==> src/art_pkg.sv <==
// Shared types and constants for the address range table.
// Used by art_ctrl, art_dp and address_range_table_core; depends on nothing.
package art_pkg;

    // Field widths of one range entry and of the result fields.
    localparam int ADDR_W   = 16;
    localparam int ENTRY_W  = 2 * ADDR_W;
    localparam int STATUS_W = 2;
    localparam int RIDX_W   = 4;
    localparam int RCNT_W   = 5;

    // An address this close to a range edge extends the range.
    localparam int EDGE_REACH = 2;

    // Result status codes.
    localparam logic [STATUS_W-1:0] ST_OK        = 2'd0;
    localparam logic [STATUS_W-1:0] ST_NOT_FOUND = 2'd1;
    localparam logic [STATUS_W-1:0] ST_FULL      = 2'd2;

    // Operation codes of an input item.
    typedef enum logic [1:0] {
        OP_APPEND = 2'd0,
        OP_FIND   = 2'd1,
        OP_MERGE  = 2'd2
    } op_t;

    // Micro-operations that the controller issues to the datapath, one per cycle.
    typedef enum logic [4:0] {
        CMD_NOP,
        CMD_START,
        CMD_I_INC,
        CMD_RD_I,
        CMD_APP_EXT_HI,
        CMD_APP_EXT_LO,
        CMD_APP_NEW,
        CMD_APP_INS,
        CMD_SHIFT_UP_INIT,
        CMD_RD_JM1,
        CMD_WR_J_DEC,
        CMD_RES_HIT,
        CMD_RES_FULL,
        CMD_RES_MISS,
        CMD_RES_EMPTY,
        CMD_MRG_LOAD,
        CMD_RD_I1,
        CMD_MRG_JOIN,
        CMD_MRG_ADV,
        CMD_RD_JP1,
        CMD_WR_J_INC,
        CMD_PUSH
    } dp_cmd_t;

    // Status flags that the datapath reports back to the controller.
    typedef struct packed {
        op_t  op;
        logic i_at_n;
        logic full;
        logic above;
        logic ext_hi;
        logic ins;
        logic ext_lo;
        logic hit;
        logic i1_lt_n;
        logic j_at_i;
        logic j_at_n;
        logic mergeable;
        logic out_free;
    } dp_flags_t;

endpackage

==> src/address_range_table_core.sv <==
// Top level of the address range table: stream ports, controller and datapath.
// Depends on art_pkg, art_ctrl, art_dp and art_ram.
//
// Keeps a sorted table of up to MAX_RANGES address ranges in a one-read,
// one-write RAM and answers one result item for every input item. The block
// works on one item at a time: it starts the item, reads and then examines
// table entries one by one, moves each entry with a read and then a write,
// and hands the result over. A merge that has a pair to examine first loads
// its first range and writes each join into the table. An append that inserts
// in front of entry i moves count-i entries; a merge examines each neighbor
// pair once and, for every join, moves all ranges above it. This pace comes
// from the single read port of the table RAM and its registered read. A new
// item is accepted as soon as its predecessor's result sits in the output
// register, even if that result is not yet taken. merge_gap is written through
// cfg_we/cfg_wdata; the user must write it only while no item is in flight,
// which the block itself does not enforce.
module address_range_table_core
    import art_pkg::*;
#(
    parameter int MAX_RANGES = 16
) (
    input  logic        clk,
    input  logic        rst_n,
    input  logic        cfg_we,
    input  logic [15:0] cfg_wdata,
    input  logic        s_tvalid,
    output logic        s_tready,
    input  logic [23:0] s_tdata,   // op[1:0], address[17:2], zero[23:18]
    output logic        m_tvalid,
    input  logic        m_tready,
    output logic [47:0] m_tdata    // status[1:0], range_index[5:2], range_start[21:6],
                                   // range_end[37:22], range_count[42:38], zero[47:43]
);

    dp_cmd_t             cmd;
    dp_flags_t           flags;
    logic [STATUS_W-1:0] status;
    logic [RIDX_W-1:0]   range_index;
    logic [ADDR_W-1:0]   range_start, range_end;
    logic [RCNT_W-1:0]   range_count;

    art_ctrl u_ctrl (
        .clk      (clk),
        .rst_n    (rst_n),
        .in_valid (s_tvalid),
        .in_ready (s_tready),
        .flags    (flags),
        .cmd      (cmd)
    );

    art_dp #(
        .MAX_RANGES (MAX_RANGES)
    ) u_dp (
        .clk        (clk),
        .rst_n      (rst_n),
        .cmd        (cmd),
        .flags      (flags),
        .in_op      (s_tdata[1:0]),
        .in_addr    (s_tdata[17:2]),
        .cfg_we     (cfg_we),
        .cfg_wdata  (cfg_wdata),
        .out_valid  (m_tvalid),
        .out_ready  (m_tready),
        .out_status (status),
        .out_index  (range_index),
        .out_start  (range_start),
        .out_end    (range_end),
        .out_count  (range_count)
    );

    // Pack the result fields, first field in the lowest bits.
    assign m_tdata = {5'b0, range_count, range_end, range_start, range_index, status};

endmodule

==> src/art_ram.sv <==
// Generic single-write, single-read RAM with a registered read port.
// Stand-alone; holds the range entries of the table.
module art_ram #(
    parameter int WIDTH = 32,
    parameter int DEPTH = 16,
    localparam int AW = (DEPTH > 1) ? $clog2(DEPTH) : 1
) (
    input  logic             clk,
    input  logic             we,
    input  logic [AW-1:0]    waddr,
    input  logic [WIDTH-1:0] wdata,
    input  logic             re,
    input  logic [AW-1:0]    raddr,
    output logic [WIDTH-1:0] rdata
);

    logic [WIDTH-1:0] mem [DEPTH];
    logic [WIDTH-1:0] rdata_reg;

    // Write port and registered read port.
    always_ff @(posedge clk)
    begin
        if (we)
        begin
            mem[waddr] <= wdata;
        end
        if (re)
        begin
            rdata_reg <= mem[raddr];
        end
    end

    assign rdata = rdata_reg;

endmodule

==> src/art_dp.sv <==
// Datapath of the address range table: table memory, counters, compares and result register.
// Depends on art_pkg and art_ram; driven by commands from art_ctrl.
module art_dp
    import art_pkg::*;
#(
    parameter int MAX_RANGES = 16
) (
    input  logic                clk,
    input  logic                rst_n,
    input  dp_cmd_t             cmd,
    output dp_flags_t           flags,
    input  logic [1:0]          in_op,
    input  logic [ADDR_W-1:0]   in_addr,
    input  logic                cfg_we,
    input  logic [ADDR_W-1:0]   cfg_wdata,
    output logic                out_valid,
    input  logic                out_ready,
    output logic [STATUS_W-1:0] out_status,
    output logic [RIDX_W-1:0]   out_index,
    output logic [ADDR_W-1:0]   out_start,
    output logic [ADDR_W-1:0]   out_end,
    output logic [RCNT_W-1:0]   out_count
);

    localparam int IW = (MAX_RANGES > 1) ? $clog2(MAX_RANGES) : 1;
    localparam int CW = $clog2(MAX_RANGES + 1);

    // Item and control registers.
    op_t                 op_reg;
    logic [ADDR_W-1:0]   addr_reg;
    logic [ADDR_W-1:0]   gap_reg;
    logic [CW-1:0]       n_reg, n_next;
    logic [CW-1:0]       i_reg, i_next;
    logic [CW-1:0]       j_reg, j_next;
    logic [ADDR_W-1:0]   cur_lo_reg, cur_hi_reg;
    logic [STATUS_W-1:0] res_status_reg;
    logic [IW-1:0]       res_idx_reg;
    logic [ADDR_W-1:0]   res_lo_reg, res_hi_reg;
    logic                out_valid_reg;
    logic [STATUS_W-1:0] out_status_reg;
    logic [RIDX_W-1:0]   out_index_reg;
    logic [ADDR_W-1:0]   out_start_reg, out_end_reg;
    logic [RCNT_W-1:0]   out_count_reg;

    // Memory port signals.
    logic                ram_we, ram_re;
    logic [IW-1:0]       ram_waddr, ram_raddr;
    logic [ENTRY_W-1:0]  ram_wdata, ram_rdata;
    logic [ADDR_W-1:0]   rd_lo, rd_hi;

    // Derived indexes and values.
    logic [CW:0]         i_plus1, j_plus1;
    logic [CW-1:0]       j_minus1;
    logic [ADDR_W-1:0]   join_hi;
    logic [IW+RIDX_W-1:0] res_idx_wide;
    logic [CW+RCNT_W-1:0] count_wide;

    art_ram #(
        .WIDTH (ENTRY_W),
        .DEPTH (MAX_RANGES)
    ) u_table (
        .clk   (clk),
        .we    (ram_we),
        .waddr (ram_waddr),
        .wdata (ram_wdata),
        .re    (ram_re),
        .raddr (ram_raddr),
        .rdata (ram_rdata)
    );

    assign rd_lo    = ram_rdata[ENTRY_W-1:ADDR_W];
    assign rd_hi    = ram_rdata[ADDR_W-1:0];
    assign i_plus1  = {1'b0, i_reg} + 1'b1;
    assign j_plus1  = {1'b0, j_reg} + 1'b1;
    assign j_minus1 = j_reg - 1'b1;
    assign join_hi  = (cur_hi_reg < rd_hi) ? rd_hi : cur_hi_reg;

    // Status flags for the controller.
    always_comb
    begin
        flags.op        = op_reg;
        flags.i_at_n    = (i_reg == n_reg);
        flags.full      = (n_reg == CW'(MAX_RANGES));
        flags.above     = ({1'b0, addr_reg} > ({1'b0, rd_hi} + 17'(EDGE_REACH)));
        flags.ext_hi    = (addr_reg > rd_hi);
        flags.ins       = (rd_lo >= 16'(EDGE_REACH)) && (addr_reg < (rd_lo - 16'(EDGE_REACH)));
        flags.ext_lo    = (addr_reg < rd_lo);
        flags.hit       = (addr_reg >= rd_lo) && (addr_reg <= rd_hi);
        flags.i1_lt_n   = (i_plus1 < {1'b0, n_reg});
        flags.j_at_i    = (j_reg == i_reg);
        flags.j_at_n    = (j_reg == n_reg);
        flags.mergeable = (({1'b0, cur_hi_reg} + {1'b0, gap_reg}) >= {1'b0, rd_lo});
        flags.out_free  = !out_valid_reg || out_ready;
    end

    // Memory port selection per command.
    always_comb
    begin
        ram_re    = 1'b0;
        ram_raddr = i_reg[IW-1:0];
        ram_we    = 1'b0;
        ram_waddr = i_reg[IW-1:0];
        ram_wdata = ram_rdata;
        case (cmd)
            CMD_RD_I:
            begin
                ram_re = 1'b1;
            end
            CMD_RD_I1:
            begin
                ram_re    = 1'b1;
                ram_raddr = i_plus1[IW-1:0];
            end
            CMD_RD_JM1:
            begin
                ram_re    = 1'b1;
                ram_raddr = j_minus1[IW-1:0];
            end
            CMD_RD_JP1:
            begin
                ram_re    = 1'b1;
                ram_raddr = j_plus1[IW-1:0];
            end
            CMD_APP_EXT_HI:
            begin
                ram_we    = 1'b1;
                ram_wdata = {rd_lo, addr_reg};
            end
            CMD_APP_EXT_LO:
            begin
                ram_we    = 1'b1;
                ram_wdata = {addr_reg, rd_hi};
            end
            CMD_APP_NEW:
            begin
                ram_we    = 1'b1;
                ram_waddr = n_reg[IW-1:0];
                ram_wdata = {addr_reg, addr_reg};
            end
            CMD_APP_INS:
            begin
                ram_we    = 1'b1;
                ram_wdata = {addr_reg, addr_reg};
            end
            CMD_WR_J_DEC, CMD_WR_J_INC:
            begin
                ram_we    = 1'b1;
                ram_waddr = j_reg[IW-1:0];
            end
            CMD_MRG_JOIN:
            begin
                ram_we    = 1'b1;
                ram_wdata = {cur_lo_reg, join_hi};
            end
            default:
            begin
                ram_we = 1'b0;
            end
        endcase
    end

    // Next values of the counters.
    always_comb
    begin
        n_next = n_reg;
        i_next = i_reg;
        j_next = j_reg;
        case (cmd)
            CMD_START:                 i_next = '0;
            CMD_I_INC, CMD_MRG_ADV:    i_next = i_plus1[CW-1:0];
            CMD_APP_NEW, CMD_APP_INS:  n_next = n_reg + 1'b1;
            CMD_SHIFT_UP_INIT:         j_next = n_reg;
            CMD_WR_J_DEC:              j_next = j_minus1;
            CMD_WR_J_INC:              j_next = j_plus1[CW-1:0];
            CMD_MRG_JOIN:
            begin
                n_next = n_reg - 1'b1;
                j_next = i_plus1[CW-1:0];
            end
            default:
            begin
                n_next = n_reg;
            end
        endcase
    end

    // Control registers.
    always_ff @(posedge clk or negedge rst_n)
    begin
        if (!rst_n)
        begin
            n_reg         <= '0;
            i_reg         <= '0;
            j_reg         <= '0;
            gap_reg       <= '0;
            out_valid_reg <= 1'b0;
        end
        else
        begin
            n_reg <= n_next;
            i_reg <= i_next;
            j_reg <= j_next;
            if (cfg_we)
            begin
                gap_reg <= cfg_wdata;
            end
            if (cmd == CMD_PUSH)
            begin
                out_valid_reg <= 1'b1;
            end
            else if (out_ready)
            begin
                out_valid_reg <= 1'b0;
            end
        end
    end

    assign res_idx_wide = {{RIDX_W{1'b0}}, res_idx_reg};
    assign count_wide   = {{RCNT_W{1'b0}}, n_reg};

    // Item, working range and result registers.
    always_ff @(posedge clk)
    begin
        case (cmd)
            CMD_START:
            begin
                op_reg   <= op_t'(in_op);
                addr_reg <= in_addr;
            end
            CMD_APP_EXT_HI:
            begin
                res_status_reg <= ST_OK;
                res_idx_reg    <= i_reg[IW-1:0];
                res_lo_reg     <= rd_lo;
                res_hi_reg     <= addr_reg;
            end
            CMD_APP_EXT_LO:
            begin
                res_status_reg <= ST_OK;
                res_idx_reg    <= i_reg[IW-1:0];
                res_lo_reg     <= addr_reg;
                res_hi_reg     <= rd_hi;
            end
            CMD_RES_HIT:
            begin
                res_status_reg <= ST_OK;
                res_idx_reg    <= i_reg[IW-1:0];
                res_lo_reg     <= rd_lo;
                res_hi_reg     <= rd_hi;
            end
            CMD_APP_NEW:
            begin
                res_status_reg <= ST_OK;
                res_idx_reg    <= n_reg[IW-1:0];
                res_lo_reg     <= addr_reg;
                res_hi_reg     <= addr_reg;
            end
            CMD_APP_INS:
            begin
                res_status_reg <= ST_OK;
                res_idx_reg    <= i_reg[IW-1:0];
                res_lo_reg     <= addr_reg;
                res_hi_reg     <= addr_reg;
            end
            CMD_RES_FULL, CMD_RES_MISS, CMD_RES_EMPTY:
            begin
                res_status_reg <= (cmd == CMD_RES_FULL) ? ST_FULL :
                                  (cmd == CMD_RES_MISS) ? ST_NOT_FOUND : ST_OK;
                res_idx_reg    <= '0;
                res_lo_reg     <= '0;
                res_hi_reg     <= '0;
            end
            CMD_MRG_LOAD, CMD_MRG_ADV:
            begin
                cur_lo_reg <= rd_lo;
                cur_hi_reg <= rd_hi;
            end
            CMD_MRG_JOIN:
            begin
                cur_hi_reg <= join_hi;
            end
            CMD_PUSH:
            begin
                out_status_reg <= res_status_reg;
                out_index_reg  <= res_idx_wide[RIDX_W-1:0];
                out_start_reg  <= res_lo_reg;
                out_end_reg    <= res_hi_reg;
                out_count_reg  <= count_wide[RCNT_W-1:0];
            end
            default:
            begin
                res_status_reg <= res_status_reg;
            end
        endcase
    end

    assign out_valid  = out_valid_reg;
    assign out_status = out_status_reg;
    assign out_index  = out_index_reg;
    assign out_start  = out_start_reg;
    assign out_end    = out_end_reg;
    assign out_count  = out_count_reg;

    // The table never holds more ranges than it has entries.
    a_count_bound: assert property (@(posedge clk) disable iff (!rst_n)
        n_reg <= CW'(MAX_RANGES))
        else $error("range count exceeds table size");

    // The range count moves by at most one per cycle.
    a_count_step: assert property (@(posedge clk) disable iff (!rst_n)
        (n_reg == $past(n_reg)) || (n_reg == $past(n_reg) + 1'b1) ||
        (n_reg == $past(n_reg) - 1'b1))
        else $error("range count jumped");

    // The scan index never passes the range count.
    a_scan_bound: assert property (@(posedge clk) disable iff (!rst_n)
        i_reg <= n_reg)
        else $error("scan index beyond range count");

endmodule

==> src/art_ctrl.sv <==
// Controller state machine of the address range table.
// Depends on art_pkg; sequences art_dp through commands and reads back its flags.
module art_ctrl
    import art_pkg::*;
(
    input  logic      clk,
    input  logic      rst_n,
    input  logic      in_valid,
    output logic      in_ready,
    input  dp_flags_t flags,
    output dp_cmd_t   cmd
);

    typedef enum logic [3:0] {
        S_IDLE,
        S_DISPATCH,
        S_A_CHK,
        S_A_EVAL,
        S_A_SH_RD,
        S_A_SH_WR,
        S_F_CHK,
        S_F_EVAL,
        S_M_START,
        S_M_LOAD,
        S_M_CHK,
        S_M_EVAL,
        S_M_SH_RD,
        S_M_SH_WR,
        S_DONE
    } state_t;

    state_t state_reg, state_next;

    // Next state and command.
    always_comb
    begin
        state_next = state_reg;
        cmd        = CMD_NOP;
        case (state_reg)
            S_IDLE:
            begin
                if (in_valid)
                begin
                    cmd        = CMD_START;
                    state_next = S_DISPATCH;
                end
            end
            S_DISPATCH:
            begin
                case (flags.op)
                    OP_APPEND: state_next = S_A_CHK;
                    OP_FIND:   state_next = S_F_CHK;
                    OP_MERGE:  state_next = S_M_START;
                    default:
                    begin
                        cmd        = CMD_RES_EMPTY;
                        state_next = S_DONE;
                    end
                endcase
            end
            // Append: scan the table in order.
            S_A_CHK:
            begin
                if (!flags.i_at_n)
                begin
                    cmd        = CMD_RD_I;
                    state_next = S_A_EVAL;
                end
                else
                begin
                    cmd        = flags.full ? CMD_RES_FULL : CMD_APP_NEW;
                    state_next = S_DONE;
                end
            end
            S_A_EVAL:
            begin
                if (flags.above)
                begin
                    cmd        = CMD_I_INC;
                    state_next = S_A_CHK;
                end
                else if (flags.ext_hi)
                begin
                    cmd        = CMD_APP_EXT_HI;
                    state_next = S_DONE;
                end
                else if (flags.ins)
                begin
                    if (flags.full)
                    begin
                        cmd        = CMD_RES_FULL;
                        state_next = S_DONE;
                    end
                    else
                    begin
                        cmd        = CMD_SHIFT_UP_INIT;
                        state_next = S_A_SH_RD;
                    end
                end
                else if (flags.ext_lo)
                begin
                    cmd        = CMD_APP_EXT_LO;
                    state_next = S_DONE;
                end
                else
                begin
                    cmd        = CMD_RES_HIT;
                    state_next = S_DONE;
                end
            end
            // Move entries up by one to open a slot, top entry first.
            S_A_SH_RD:
            begin
                if (flags.j_at_i)
                begin
                    cmd        = CMD_APP_INS;
                    state_next = S_DONE;
                end
                else
                begin
                    cmd        = CMD_RD_JM1;
                    state_next = S_A_SH_WR;
                end
            end
            S_A_SH_WR:
            begin
                cmd        = CMD_WR_J_DEC;
                state_next = S_A_SH_RD;
            end
            // Find: first range that holds the address.
            S_F_CHK:
            begin
                if (flags.i_at_n)
                begin
                    cmd        = CMD_RES_MISS;
                    state_next = S_DONE;
                end
                else
                begin
                    cmd        = CMD_RD_I;
                    state_next = S_F_EVAL;
                end
            end
            S_F_EVAL:
            begin
                if (flags.hit)
                begin
                    cmd        = CMD_RES_HIT;
                    state_next = S_DONE;
                end
                else
                begin
                    cmd        = CMD_I_INC;
                    state_next = S_F_CHK;
                end
            end
            // Merge: walk neighbor pairs and join those close enough.
            S_M_START:
            begin
                if (flags.i1_lt_n)
                begin
                    cmd        = CMD_RD_I;
                    state_next = S_M_LOAD;
                end
                else
                begin
                    cmd        = CMD_RES_EMPTY;
                    state_next = S_DONE;
                end
            end
            S_M_LOAD:
            begin
                cmd        = CMD_MRG_LOAD;
                state_next = S_M_CHK;
            end
            S_M_CHK:
            begin
                if (flags.i1_lt_n)
                begin
                    cmd        = CMD_RD_I1;
                    state_next = S_M_EVAL;
                end
                else
                begin
                    cmd        = CMD_RES_EMPTY;
                    state_next = S_DONE;
                end
            end
            S_M_EVAL:
            begin
                if (flags.mergeable)
                begin
                    cmd        = CMD_MRG_JOIN;
                    state_next = S_M_SH_RD;
                end
                else
                begin
                    cmd        = CMD_MRG_ADV;
                    state_next = S_M_CHK;
                end
            end
            // Close the gap left by the absorbed range, bottom entry first.
            S_M_SH_RD:
            begin
                if (flags.j_at_n)
                begin
                    state_next = S_M_CHK;
                end
                else
                begin
                    cmd        = CMD_RD_JP1;
                    state_next = S_M_SH_WR;
                end
            end
            S_M_SH_WR:
            begin
                cmd        = CMD_WR_J_INC;
                state_next = S_M_SH_RD;
            end
            // Hand the result to the output register once it is free.
            S_DONE:
            begin
                if (flags.out_free)
                begin
                    cmd        = CMD_PUSH;
                    state_next = S_IDLE;
                end
            end
            default:
            begin
                state_next = S_IDLE;
            end
        endcase
    end

    // State register.
    always_ff @(posedge clk or negedge rst_n)
    begin
        if (!rst_n)
        begin
            state_reg <= S_IDLE;
        end
        else
        begin
            state_reg <= state_next;
        end
    end

    assign in_ready = (state_reg == S_IDLE);

    // Accepting an item makes the controller busy, so items are never taken back to back.
    a_no_back_to_back: assert property (@(posedge clk) disable iff (!rst_n)
        (in_valid && in_ready) |=> !in_ready)
        else $error("item accepted while busy");

    // A result is only handed over when the output register can take it.
    a_push_free: assert property (@(posedge clk) disable iff (!rst_n)
        (cmd == CMD_PUSH) |-> flags.out_free)
        else $error("result pushed into a full output register");

    // Every item ends with a result before the next item is taken.
    a_push_to_idle: assert property (@(posedge clk) disable iff (!rst_n)
        (cmd == CMD_PUSH) |=> in_ready)
        else $error("controller not idle after result");

endmodule
==> config.mk <==
export PLATFORM = sky130hd
export DESIGN_NAME = address_range_table_core
export DESIGN_NICKNAME = d
export VERILOG_FILES = /design/src/art_pkg.sv /design/src/address_range_table_core.sv /design/src/art_ram.sv /design/src/art_dp.sv /design/src/art_ctrl.sv
export SDC_FILE = /design/constraint.sdc
export NUM_CORES = 1
export LEC_CHECK = 0
export BUFFER_PORTS_ARGS = -buffer_cell sky130_fd_sc_hd__buf_2
export CAP_MARGIN = 40
export CORE_ASPECT_RATIO = 1.1
export CORE_MARGIN = 3
export CORE_UTILIZATION = 61
export CTS_CLUSTER_SIZE = 8
export DETAILED_ROUTE_END_ITERATION = 10
export PLACE_DENSITY = 0.75
export SLEW_MARGIN = 20
export SYNTH_ARGS = -nofsm -noshare
export SYNTH_HDL_FRONTEND = slang
export SYNTH_SLANG_ARGS = --single-unit
==> constraint.sdc <==
create_clock -name clk -period 8.99 [get_ports clk]
set_clock_uncertainty 0.15 [all_clocks]
set_input_delay 1.798 -clock clk [delete_from_list [all_inputs] [get_ports clk]]
set_output_delay 1.798 -clock clk [all_outputs]
set_load 0.01 [all_outputs]
==> results of run 1 <==
[per-stage QoR]
step | util [%] | instance area (µm²) | instances | setup slack [ns] | hold WS [ns]
2_1_floorplan | - | 32400 | 2290 | 1.85 | 0.250
3_3_place_gp | 64.9 | 33700 | 2963 | 2.19 | 0.253
3_5_place_dp | 65.2 | 33800 | 2976 | 2.02 | 0.255
4_1_cts | 70.6 | 36600 | 3119 | 2.02 | 0.262
5_1_grt | 70.6 | 36700 | 3121 | 1.74 | 0.268
6_report | 70.6 | 36700 | 3121 | 2.04 | 0.261
[logic make-up (layout without fill, tap and decap cells)]
logic type / count (synthesis) / in the layout / synth area share (%)
flops: 711 / 711 / 65.3
compound gates: 558 / 558 / 12.6
simple gates: 435 / 435 / 6.72
buf+inv: 205 / 369 / 2.69
mux: 191 / 191 / 6.23
fa+ha+maj: 124 / 124 / 4.83
xor+xnor: 61 / 61 / 1.65
other cells: 1 / 5 / 0.0116
[cells in the mapped netlist, drive strengths merged (26+ instances only)]
master,count
mux2,82
o22ai,49
a21oi,62
clkbuf,85
nor2b,40
nand3,30
nor2,58
a221o,49
xnor2,47
a211oi,78
a21o,26
nand2,137
o21ai,65
mux2i,109
buf,46
dfrtp,36
and2,45
nor3,53
a2111oi,33
inv,74
ha,122
edfxtp,675
a221oi,34
a31oi,47
[metal layers]
metal	up-vias	share of wire [%]	GRT usage, %
met5	-	0	0
met4	0	4.1	12.9
met3	204	8.5	4.73
met2	1037	48	47.7
met1	10375	40	40.1
li1	9256	-	-
[layout make-up]
type | instances | area share, %
Clock buffer | 138 | 7.35
Clock inverter | 5 | 0.287
Inverter | 74 | 0.757
Multi-Input combinational cell | 1374 | 28.9
Sequential cell | 711 | 57.7
Tap cell | 667 | 2.28
Timing Repair Buffer | 152 | 2.75
[worst max path at each step]
stage,from,end,slack (ns),cells past startpoint
floorplan,u_dp.cur_hi_reg[1],u_dp.u_table.mem[13][0],1.85,21
global placement,u_dp.cur_hi_reg[1],u_dp.res_lo_reg[10],2.19,21
detailed placement,u_dp.cur_hi_reg[1],u_dp.res_lo_reg[12],2.02,21
CTS,u_dp.cur_hi_reg[1],u_dp.res_lo_reg[4],2.02,21
global route,u_dp.cur_hi_reg[1],u_dp.res_lo_reg[14],1.74,21
finish,u_dp.cur_hi_reg[1],u_dp.u_table.mem[6][2],2.04,23
==> impl.org, run 1 <==
** Detailed routing
- After detailed routing, the number of vias per cell comes to approximately 6.7.
- DRC marker count from the first detailed-route iteration :: 2,115
- After detailed routing, the number of remaining DRC violations is 0.
- Summing over every cut layer, the via total after detailed routing is 20,872.
- Final routed wirelength across all metal layers :: ~82 mm
- The first detailed-routing pass took 7 iterations.
- DRT antenna net count :: 0
- Average wire length per cell after detail routing :: approximately 26 µm

** Logic synthesis
- By area the synthesized netlist is led by sky130_fd_sc_hd__edfxtp_1 (63%), sky130_fd_sc_hd__ha_1 (4.7%), sky130_fd_sc_hd__mux2i_1 (3.3%).
- Of all cell types, the one taking the most synthesized area is sky130_fd_sc_hd__edfxtp_1.
- Post-synth ARST share :: around 5.1%
- Number of flip-flops and latches in the synthesized netlist :: approximately 710
- Top cell type's share of synthesized area :: between 60% and 70%
- Avg Cell Area, Syn :: roughly 14 µm²
- Sequential area share after synthesis :: around 65%
- Yosys cell types :: just over 80
- Warning count from the yosys run :: 0
- Cells after Synth :: ~2,300
- The synthesized netlist occupies a cell area of about 32,000 µm².
- The most used flip-flop cell after synthesis is sky130_fd_sc_hd__edfxtp_1.
- The synthesized design contains just under 700 enable-type register cells.

** Floorplan
- The total area inside the core boundary comes to approximately 52,000 µm².
- The floorplan step set the die width to approximately 230 µm.
- Total Die Area :: 55,900 µm²
- I/O pin count :: 95
- Starting density of the core :: a little over three fifths
- Height of the die :: 248 µm
- Std cell rows :: 87

** Placement
- Routability Congestion :: a little over 0.9
- The count of buffers added on input and output ports is 83.
- Detail Placement HPWL :: 50.2 mm

** Final layout
- Fill cells :: between 3,000 and 4,000
- Relative to the synthesized area, the layout overhead comes to 13.1%.
- The repair_antennas step left the layout with diodes totalling 0.
- In the layout the commonest cells are sky130_fd_sc_hd__edfxtp_1 (675), sky130_fd_sc_hd__nand2_1 (136), sky130_fd_sc_hd__ha_1 (122), sky130_fd_sc_hd__mux2i_1 (107), sky130_fd_sc_hd__clkbuf_16 (102).
- The register with the most flip-flops in the layout has slightly above 500 of them.
- Leaving out fill and tap cells, the most frequent cell in the layout is sky130_fd_sc_hd__edfxtp_1.
- For this run, the post-layout net count is 2,581.
- Area taken by multi-input logic gates :: about 11,000 µm²
- Area used by sequential logic in the layout :: roughly 21,000 µm²
- Of the cells placed in the final design, the portion with a size suffix greater than 1 is 15.9%.

** Min path
- Counting instances, the worst hold path has a depth of 0.
- Hold path endpoint :: u_dp.out_end[9]
- The worst hold path belongs to the class flip-flop to flip-flop.
- Hold_sp :: u_dp.res_hi_reg[9]

** Setup path
- On the critical path, the stage with the largest delay is an instance of sky130_fd_sc_hd__a221o_1.
- Grouping stages by cell kind, the critical path spends the most delay in compound AO/OA/AOI/OAI gates.
- STA classifies the critical path endpoint as a flip-flop.
- The critical path goes through ha_1 > a21o_1 > a21oi_1 > o21bai_1 > a21oi_1 > o21ai_0 > nand4_1 > a31oi_1 > a21bo_2 > a21oi_1 > xnor2_1 > ha_1 > and2_0 > nand3_1 > nor3_1 > a21oi_1 > a211oi_4 > buf_4 > o21ai_0 > a31oi_4 > buf_4 > and2_1 > a221o_1.
- RR Startpoint :: u_dp.cur_hi_reg[1]
- Max incr delay on CP :: 0.63 ns
- The critical path contains buffers and inverters numbering 2 combined.
- Worst endpoint required time :: approximately 9.2 ns
- Category of the worst setup path launch point :: flip-flop
- Critical path data arrival time :: around 7 ns
- Register-to-register setup slack :: between 2 and 2.5 ns
- Endpoint of the worst-slack reg-to-reg timing path :: u_dp.u_table.mem[6][2]
- Worst Path Max Fanout :: 32
- Reg2reg path depth :: 23
- By instance count, the cell type seen most on the critical path is sky130_fd_sc_hd__a21oi_1.
- Worst setup path class :: flip-flop to flip-flop

** STA
- Time the final worst path needs with I/O delays and setup :: roughly 7 ns
- At the pin with the least slew margin, the transition time is approximately 0.98 ns.
- In the final timing run, aggregate negative setup slack is 0 ns.
- Hold violation count in the final report :: 0
- The worst path uses between 70% and 80% of the clock period.
- Measured against its own limit, the worst slew margin works out to 34.5%.
- Setup violations, final :: 0
- Based on the critical path, the design can be clocked at up to 144 MHz.
- The max-slew violation count came to 0.
- Setup repair after global routing left no endpoint under its margin.

** CTS
- Number of instances resized during post-cts repair :: 0
- Number of setup buffers added after CTS :: 0
- The tree is rooted in a sky130_fd_sc_hd__clkbuf_16.
- Number of sinks handled by clock tree synthesis :: just over 700
- Maximum buffer depth of the clock tree :: 3
- CTS Hold Bufs :: 0
- Clock transition at the registers of the reported paths :: approximately 0.050 ns
- The clock tree synthesis step divided the H-tree into 3 levels.
- Inserted Clock Buffers :: a little under 100
- CTS tree :: yes
- Clock insertion delay at the later pin of the skew report :: 0.65 ns

** Global routing
- The number of antenna violations at the first check in global routing is 0.
- Entering global routing, the biggest net connects approximately 150 pins.
- Global routing used roughly 30% of the available tracks across all layers.
- Global-route wire length before repair :: around 120 mm
- Summed over all layers, the global routing overflow is 0.
- Number of global-route vias before repair :: 20,564

** Status
- Run status :: finished clean

** Flow run
- Across the run, the number of max-cap violations was 0.
Power of run 1 is left out: the tool's default activity adds up to more than one toggle a clock period on the data nets, which glitch-free logic cannot reach.
==> run 2, diff against run 1 <==
CORE_UTILIZATION = 56   (was 61)
PLACE_DENSITY = 0.73   (was 0.75)
clock period = 5.85 ns   (was 8.99 ns; I/O delays follow)
==> run 2 against run 1 <==
Critical path type unchanged. Sequential share of layout area decreased by 2.5 points. Register-to-register slack got worse by 1.9 ns. Highest routed layer unchanged. Flip-flop and latch count unchanged.
==> impl.org, run 2 (synthesis gave the netlist of run 1 again) <==
** Floorplan
- Total Die Area :: 60,800 µm² (was 55,900 µm²)
- Starting density of the core :: 57.2% (was 62.4%)
- The die outline height came to 258 µm (was 248 µm).
- The number of rows created at floorplan came to 91 (was 87).
- Die width :: 235 µm (was 226 µm)
- I/O pin count :: 95 (unchanged)
- The placeable core area was 56,700 µm² (was 51,900 µm²).

** Min path
- The path class of the lowest-slack min-delay path was flip-flop to flip-flop (unchanged).

** Final layout
- Most frequent cells in the layout :: sky130_fd_sc_hd__edfxtp_1 (675), sky130_fd_sc_hd__nand2_1 (136), sky130_fd_sc_hd__ha_1 (122), sky130_fd_sc_hd__mux2i_1 (106), sky130_fd_sc_hd__clkbuf_16 (106) (was sky130_fd_sc_hd__edfxtp_1 (675), sky130_fd_sc_hd__nand2_1 (136), sky130_fd_sc_hd__ha_1 (122), sky130_fd_sc_hd__mux2i_1 (107), sky130_fd_sc_hd__clkbuf_16 (102))
- Core occupancy in the finished layout :: 67.6% (was 70.6%)
- The fill cell total of the finished layout was 3,850 (was 3,409).
- The final layout net count is 2,670 (was 2,581).
- The share of post-route cells with drive strength above 1 is 19.8% (was 15.9%).
- Max reg flops :: 512 (unchanged)
- The signed area change from the synthesized netlist to the final layout is 18.3% (was 13.1%).
- Final cell count without fillers :: 3,286 (was 3,121)
- The most common cell after layout, fill and taps aside is sky130_fd_sc_hd__edfxtp_1 (unchanged).

** Detailed routing
- The detailed-routing iteration count for the pre-antenna-repair pass came to 5 (was 7).
- DRC marker count from the first detailed-route iteration :: 2,059 (was 2,115)
- The vias after detailed routing was 21,228 (was 20,872).
- Average wire length per cell after detail routing :: 25.7 µm (was 26.4 µm)
- Final routed wirelength across all metal layers :: 84.6 mm (was 82.4 mm)
- The post-detailed-route via-to-cell ratio was 6.46 (was 6.69).
- DRT antenna net count :: 0 (unchanged)
- Number of remaining DRC errors :: 0 (unchanged)

** STA
- Pins Over Slew Limit :: 0 (unchanged)
- The relative max-transition margin came to 46.3% (was 34.5%).
- The final period utilization came to 97.8% (was 77.3%).
- Setup violations, final :: 0 (unchanged)
- The transition at the pin with the smallest max-transition slack is 0.804 ns (was 0.983 ns).
- The peak clock frequency supported by timing came to 175 MHz (was 144 MHz).
- The final period demand of the worst path came to 5.72 ns (was 6.95 ns).
- Hold violation count in the final report :: 0 (unchanged)

** CTS
- The clock transition at the register clock pins on the worst setup and hold paths after CTS is 0.05 ns (about the same).
- The H-tree depth came to 3 (unchanged).
- The clock net sink count came to 711 (unchanged).
- The clock latency of the later-clocked register in the worst-skew pair is 0.65 ns (about the same).
- The maximum count of clock buffers along a single path is 3 (unchanged).
- CTS Hold Bufs :: 0 (unchanged)
- The total clock buffers created by CTS was 99 (unchanged).
- Root buffer selected by CTS :: sky130_fd_sc_hd__clkbuf_16 (unchanged)
- CTS tree :: yes (unchanged)

** Setup path
- Cell type of the slowest stage on the worst timing path :: sky130_fd_sc_hd__edfxtp_1 (was sky130_fd_sc_hd__a221o_1)
- Critical path capture point type :: flip-flop (unchanged)
- Worst Path Max Fanout :: 13 (was 32)
- The launching element type of the critical path was a flip-flop (unchanged).
- The maximum single-stage delay on the critical path is 0.41 ns (was 0.63 ns).
- The count of buffering cells on the critical path with inverters included was 5 (was 2).
- The category of cells accounting for the largest share of critical-path delay is compound AO/OA/AOI/OAI gates (unchanged).
- The required time of the critical path came to 6.05 ns (was 9.15 ns).
- Critical path data arrival time :: 5.92 ns (was 7.11 ns)
- Worst setup path class :: flip-flop to flip-flop (unchanged)

** Global routing
- The maximum number of pins on one net before global-route repair is 69 (was 149).
- Number of global-route vias before repair :: 21,026 (was 20,564)
- The first-pass GRT wire length came to 126 mm (was 123 mm).
- Overflow after GRT :: 0 (unchanged)
- The number of antenna violations at the first check in global routing is 1 (was 0).
- Total Routing Usage GR :: 27.1% (was 29.5%)

** Status
- Run status :: finished clean (unchanged)

** Placement
- Port Buffer Count :: 83 (unchanged)
- Detail Placement HPWL :: 54.9 mm (was 50.2 mm)
- Number of placed instances with taps included :: 3,119 (was 2,976)
- The weighted congestion reported at the end of routability-driven placement is 0.956 (was 0.909).

** Flow run
- The number of max-cap violations was 0 (unchanged).
[run 2: cell count changes in the layout (fill, tap and decap cells not counted), moves of 4 or more]
cell,before,now
sky130_fd_sc_hd__clkbuf_16,102,106
sky130_fd_sc_hd__buf_12,2,53
sky130_fd_sc_hd__nor3_2,17,4
sky130_fd_sc_hd__o21ai_0,64,60
sky130_fd_sc_hd__nor3_4,0,16
sky130_fd_sc_hd__buf_4,58,92
sky130_fd_sc_hd__a221o_1,49,40
sky130_fd_sc_hd__buf_8,5,1
sky130_fd_sc_hd__a221o_2,0,9
[run 2: path summary, 6_finish.rpt]
| check | end | cells after the start | slack (ns) | from |
|---|---|---|---|---|
| worst min-delay path | u_dp.out_end[0] | 0 | 0.25 | u_dp.res_hi_reg[0] |
| worst max register to register | u_dp.u_table.mem[13][25] | 26 | 0.13 | u_dp.cur_hi_reg[1] |
| max in group asynchronous | u_ctrl.state_reg[3] | 2 | 4.71 | rst_n |
| worst min register to register | u_dp.out_end[0] | 0 | 0.25 | u_dp.res_hi_reg[0] |
| min in group asynchronous | u_dp.i_reg[0] | 1 | 0.37 | rst_n |
| worst max-delay path | u_dp.u_table.mem[13][25] | 26 | 0.13 | u_dp.cur_hi_reg[1] |
[run 2: what timing repair did]
action	4_1_cts	5_1_grt
gates cloned	1	7
resized for setup	5	25
setup endpoints to repair	284	990
buffers inserted	1	14
pin swaps	1	11
endpoints found under the hold margin	0	0
[run 2: layer usage]
metal,global-route usage [%],vias up,share of wire (%)
met2,44.4,945,49
li1,-,9468,-
met3,3.94,197,7.4
met4,11.1,0,3.8
met1,36.7,10618,40
met5,0,-,0
[run 2: area by class of cell]
cell class              count  area (µm²)  area share, %
inverters                  74         278          0.724
multi-input cells        1374       10800           28.1
diodes                      1        2.50        0.00653
flip-flops and latches    711       21200           55.2
clock buffers             133        2630           6.85
well taps                 744         931           2.43
repair buffers            241        2420           6.30
clock inverters             8         138          0.359
[run 2: metrics by stage]
stage	instance area [µm²]	hold WS, ns	setup TNS, ns	setup WS (ns)
floorplan	32500	0.250	-170.43	-0.361
global placement	35000	0.254	-1.74	-0.0288
detailed placement	35100	0.255	0	0.0311
CTS	37900	0.252	0	0.0153
global route	38300	0.258	-4.89	-0.0898
finish	38300	0.247	0	0.131
Power of run 2 is left out for the same reason.
==> run 3, diff against run 2 <==
==> constraint.sdc (replaced) <==
create_clock -name clk -period 5.85 [get_ports clk]
set_clock_uncertainty 0.15 [all_clocks]
set_input_delay 1.755 -clock clk [delete_from_list [all_inputs] [get_ports clk]]
set_output_delay 1.755 -clock clk [all_outputs]
set_load 0.01 [all_outputs]
==> run 3 against run 2 <==
First-iteration DRC count down 21%. Global-route usage down 0.55 points. Critical path depth unchanged. Setup slack better by 0.11 ns. Register-to-register slack better by 0.11 ns. Utilization down 0.26 points. Fmax up 1.9%. Highest routed layer unchanged.
==> impl.org, run 3 (synthesis gave the netlist of run 1 again) <==
** CTS
- The root buffer cell was sky130_fd_sc_hd__clkbuf_16 (unchanged).
- Clock transition at the registers of the reported paths :: 0.06 ns (was 0.05 ns)
- CTS tree :: yes (unchanged)
- The number of hold buffers added after cts came to 0 (unchanged).
- Number of sinks handled by clock tree synthesis :: 711 (unchanged)
- Maximum buffer depth of the clock tree :: 3 (unchanged)
- The H-tree depth is 3 (unchanged).
- The total clock buffers created by CTS was 99 (unchanged).
- Clock insertion delay at the later pin of the skew report :: 0.66 ns (was 0.65 ns)

** Setup path
- RR Startpoint :: u_dp.cur_hi_reg[0] (was u_dp.cur_hi_reg[1])
- The launching element type of the critical path is a flip-flop (unchanged).
- The largest fanout on the critical path is 13 (unchanged).
- The launch point of the worst path is u_dp.cur_hi_reg[0] (was u_dp.cur_hi_reg[1]).
- The required time of the critical path is 6.05 ns (about the same).
- The kind of end point of the critical path was a flip-flop (unchanged).
- The critical path start-end classification was flip-flop to flip-flop (unchanged).
- Critical path data arrival time :: 5.81 ns (was 5.92 ns)

** Final layout
- Max reg flops :: 512 (unchanged)
- Most common cell after layout, fill and taps aside :: sky130_fd_sc_hd__edfxtp_1 (unchanged)
- Fraction of final layout cells sized beyond drive strength 1 :: 19.0% (was 19.8%)
- Final antenna diode count :: 0 (was 1)
- Most frequent cells in the layout :: sky130_fd_sc_hd__edfxtp_1 (675), sky130_fd_sc_hd__nand2_1 (136), sky130_fd_sc_hd__ha_1 (122), sky130_fd_sc_hd__mux2i_1 (106), sky130_fd_sc_hd__clkbuf_16 (101) (was sky130_fd_sc_hd__edfxtp_1 (675), sky130_fd_sc_hd__nand2_1 (136), sky130_fd_sc_hd__ha_1 (122), sky130_fd_sc_hd__mux2i_1 (106), sky130_fd_sc_hd__clkbuf_16 (106))
- The signed area change from the synthesized netlist to the final layout is 17.8% (was 18.3%).
- Final cell count without fillers :: 3,268 (was 3,286)
- The final layout net count was 2,652 (was 2,670).

** STA
- Ratio of final minimum period to clock period :: 95.9% (was 97.8%)
- The number of failing setup endpoints in the final timing report came to 0 (unchanged).
- The relative max-transition margin was 41.1% (was 46.3%).
- The transition at the pin with the smallest max-transition slack was 0.883 ns (was 0.804 ns).
- The final period demand of the worst path came to 5.61 ns (was 5.72 ns).
- Pins Over Slew Limit :: 0 (unchanged)
- Max Clk Rate :: 178 MHz (was 175 MHz)
- The final hold violation count came to 0 (unchanged).

** Placement
- The weighted congestion reported at the end of routability-driven placement came to 0.962 (was 0.956).
- Port Buffer Count :: 83 (unchanged)
- Detail Placement HPWL :: 55.5 mm (was 54.9 mm)
- Number of placed instances with taps included :: 3,122 (was 3,119)

** Global routing
- The total congestion overflow after global routing was 0 (unchanged).
- Number of global-route vias before repair :: 20,991 (was 21,026)
- Total Routing Usage GR :: 26.5% (was 27.1%)
- The maximum number of pins on one net before global-route repair came to 65 (was 69).
- Global-route wire length before repair :: 124 mm (was 126 mm)
- Number of antenna violations at the first check in global routing :: 1 (unchanged)

** Floorplan
- The effective utilization at floorplan came to 57.2% (unchanged).
- Die width :: 235 µm (unchanged)
- Height of the die :: 258 µm (unchanged)
- I/O pin count :: 95 (unchanged)
- The placeable core area was 56,700 µm² (unchanged).
- Std cell rows :: 91 (unchanged)
- The die outline area was 60,800 µm² (unchanged).

** Detailed routing
- The first-iteration detailed-routing DRC count came to 1,633 (was 2,059).
- Average wire length per cell after detail routing :: 25.0 µm (was 25.7 µm)
- Final routed wirelength across all metal layers :: 81.6 mm (was 84.6 mm)
- The final routed DRC violation total came to 0 (unchanged).
- DRT antenna net count :: 0 (unchanged)
- Pre-Repair DR Iteration Count :: 5 (unchanged)
- Average vias per placed instance :: 6.41 (was 6.46)
- Count of vias placed by the detailed router :: 20,944 (was 21,228)

** Min path
- The worst hold path startpoint is u_dp.res_lo_reg[11] (was u_dp.res_hi_reg[0]).
- Class of the tightest hold or removal check :: flip-flop to flip-flop (unchanged)

** Flow run
- Number of max-capacitance violations reported :: 0 (unchanged)

** Status
- Run status: finished clean (unchanged).
-- run 3: cell types whose count changed in the layout (fill, tap and decap cells not counted), sizes merged --
cell / before / now
buf: 233 / 222
clkbuf: 141 / 137
clkinvlp: 0 / 1
diode: 1 / 0
inv: 77 / 74
-- run 3: metrics by stage --
step                      util, %  instance area [µm²]  setup slack (ns)  hold WS, ns  TNS, ns
after global routing         67.4                38200           -0.0105        0.272  -0.0266
after detailed placement     62.3                35300            0.0326        0.255        0
after global placement       62.2                35300            0.0756        0.255        0
final                        67.4                38200             0.239        0.263        0
after floorplan                 -                32500            -0.361        0.250  -170.43
after CTS                    67.2                38100             0.116        0.265        0
-- run 3: layout make-up --
type	instances	area, µm²
Timing Repair Buffer	223	2280
Sequential cell	711	21200
Clock buffer	136	2650
Multi-Input combinational cell	1374	10700
Clock inverter	6	144
Inverter	74	278
Fill cell	3856	18500
Tap cell	744	931
-- run 3: final timing paths --
path / end / slack [ns] / cells past startpoint
max: u_dp.u_table.mem[14][27] / 0.24 / 26
min in group asynchronous: u_dp.out_valid / 0.95 / 1
min reg2reg: u_dp.out_start[11] / 0.26 / 0
max reg2reg: u_dp.u_table.mem[14][27] / 0.24 / 26
max in group asynchronous: u_dp.gap_reg[0] / 4.11 / 2
min: u_dp.out_start[11] / 0.26 / 0
-- run 3: timing repair --
action / in CTS / in global routing
setup buffers: 0 / 2
resized for setup: 2 / 20
setup endpoints to repair: 30 / 1044
cloned: 0 / 1
pin swaps: 0 / 6
-- run 3: metal layers --
metal  global-route usage (%)  up-vias  share of wire [%]
met5                        0        -                  0
met4                     12.7        0                4.4
met3                     4.60      217                7.2
met2                     43.8      913                 49
met1                     34.4    10392                 40
li1                         -     9422                  -
-- run 3: worst max-delay path, stage by stage (launching register included) --
cell,delay [ns]
sky130_fd_sc_hd__edfxtp_1,0.44
sky130_fd_sc_hd__ha_1,0.25
sky130_fd_sc_hd__a21o_1,0.18
sky130_fd_sc_hd__a21oi_1,0.20
sky130_fd_sc_hd__o21bai_1,0.10
sky130_fd_sc_hd__a21oi_2,0.19
sky130_fd_sc_hd__o21ai_1,0.11
sky130_fd_sc_hd__nand4_1,0.13
sky130_fd_sc_hd__a31oi_1,0.14
sky130_fd_sc_hd__a21bo_2,0.22
sky130_fd_sc_hd__a21oi_1,0.18
sky130_fd_sc_hd__xnor2_1,0.14
sky130_fd_sc_hd__ha_1,0.26
sky130_fd_sc_hd__and2_0,0.16
sky130_fd_sc_hd__a221o_1,0.33
sky130_fd_sc_hd__a21oi_1,0.12
sky130_fd_sc_hd__buf_4,0.19
sky130_fd_sc_hd__a211oi_4,0.07
sky130_fd_sc_hd__nor2_1,0.15
sky130_fd_sc_hd__nand2_1,0.09
sky130_fd_sc_hd__or3_1,0.45
sky130_fd_sc_hd__buf_4,0.18
sky130_fd_sc_hd__mux2i_2,0.16
sky130_fd_sc_hd__buf_12,0.18
sky130_fd_sc_hd__nor3_4,0.18
sky130_fd_sc_hd__buf_4,0.17
sky130_fd_sc_hd__clkbuf_16,0.19
Power of run 3 is left out for the same reason.
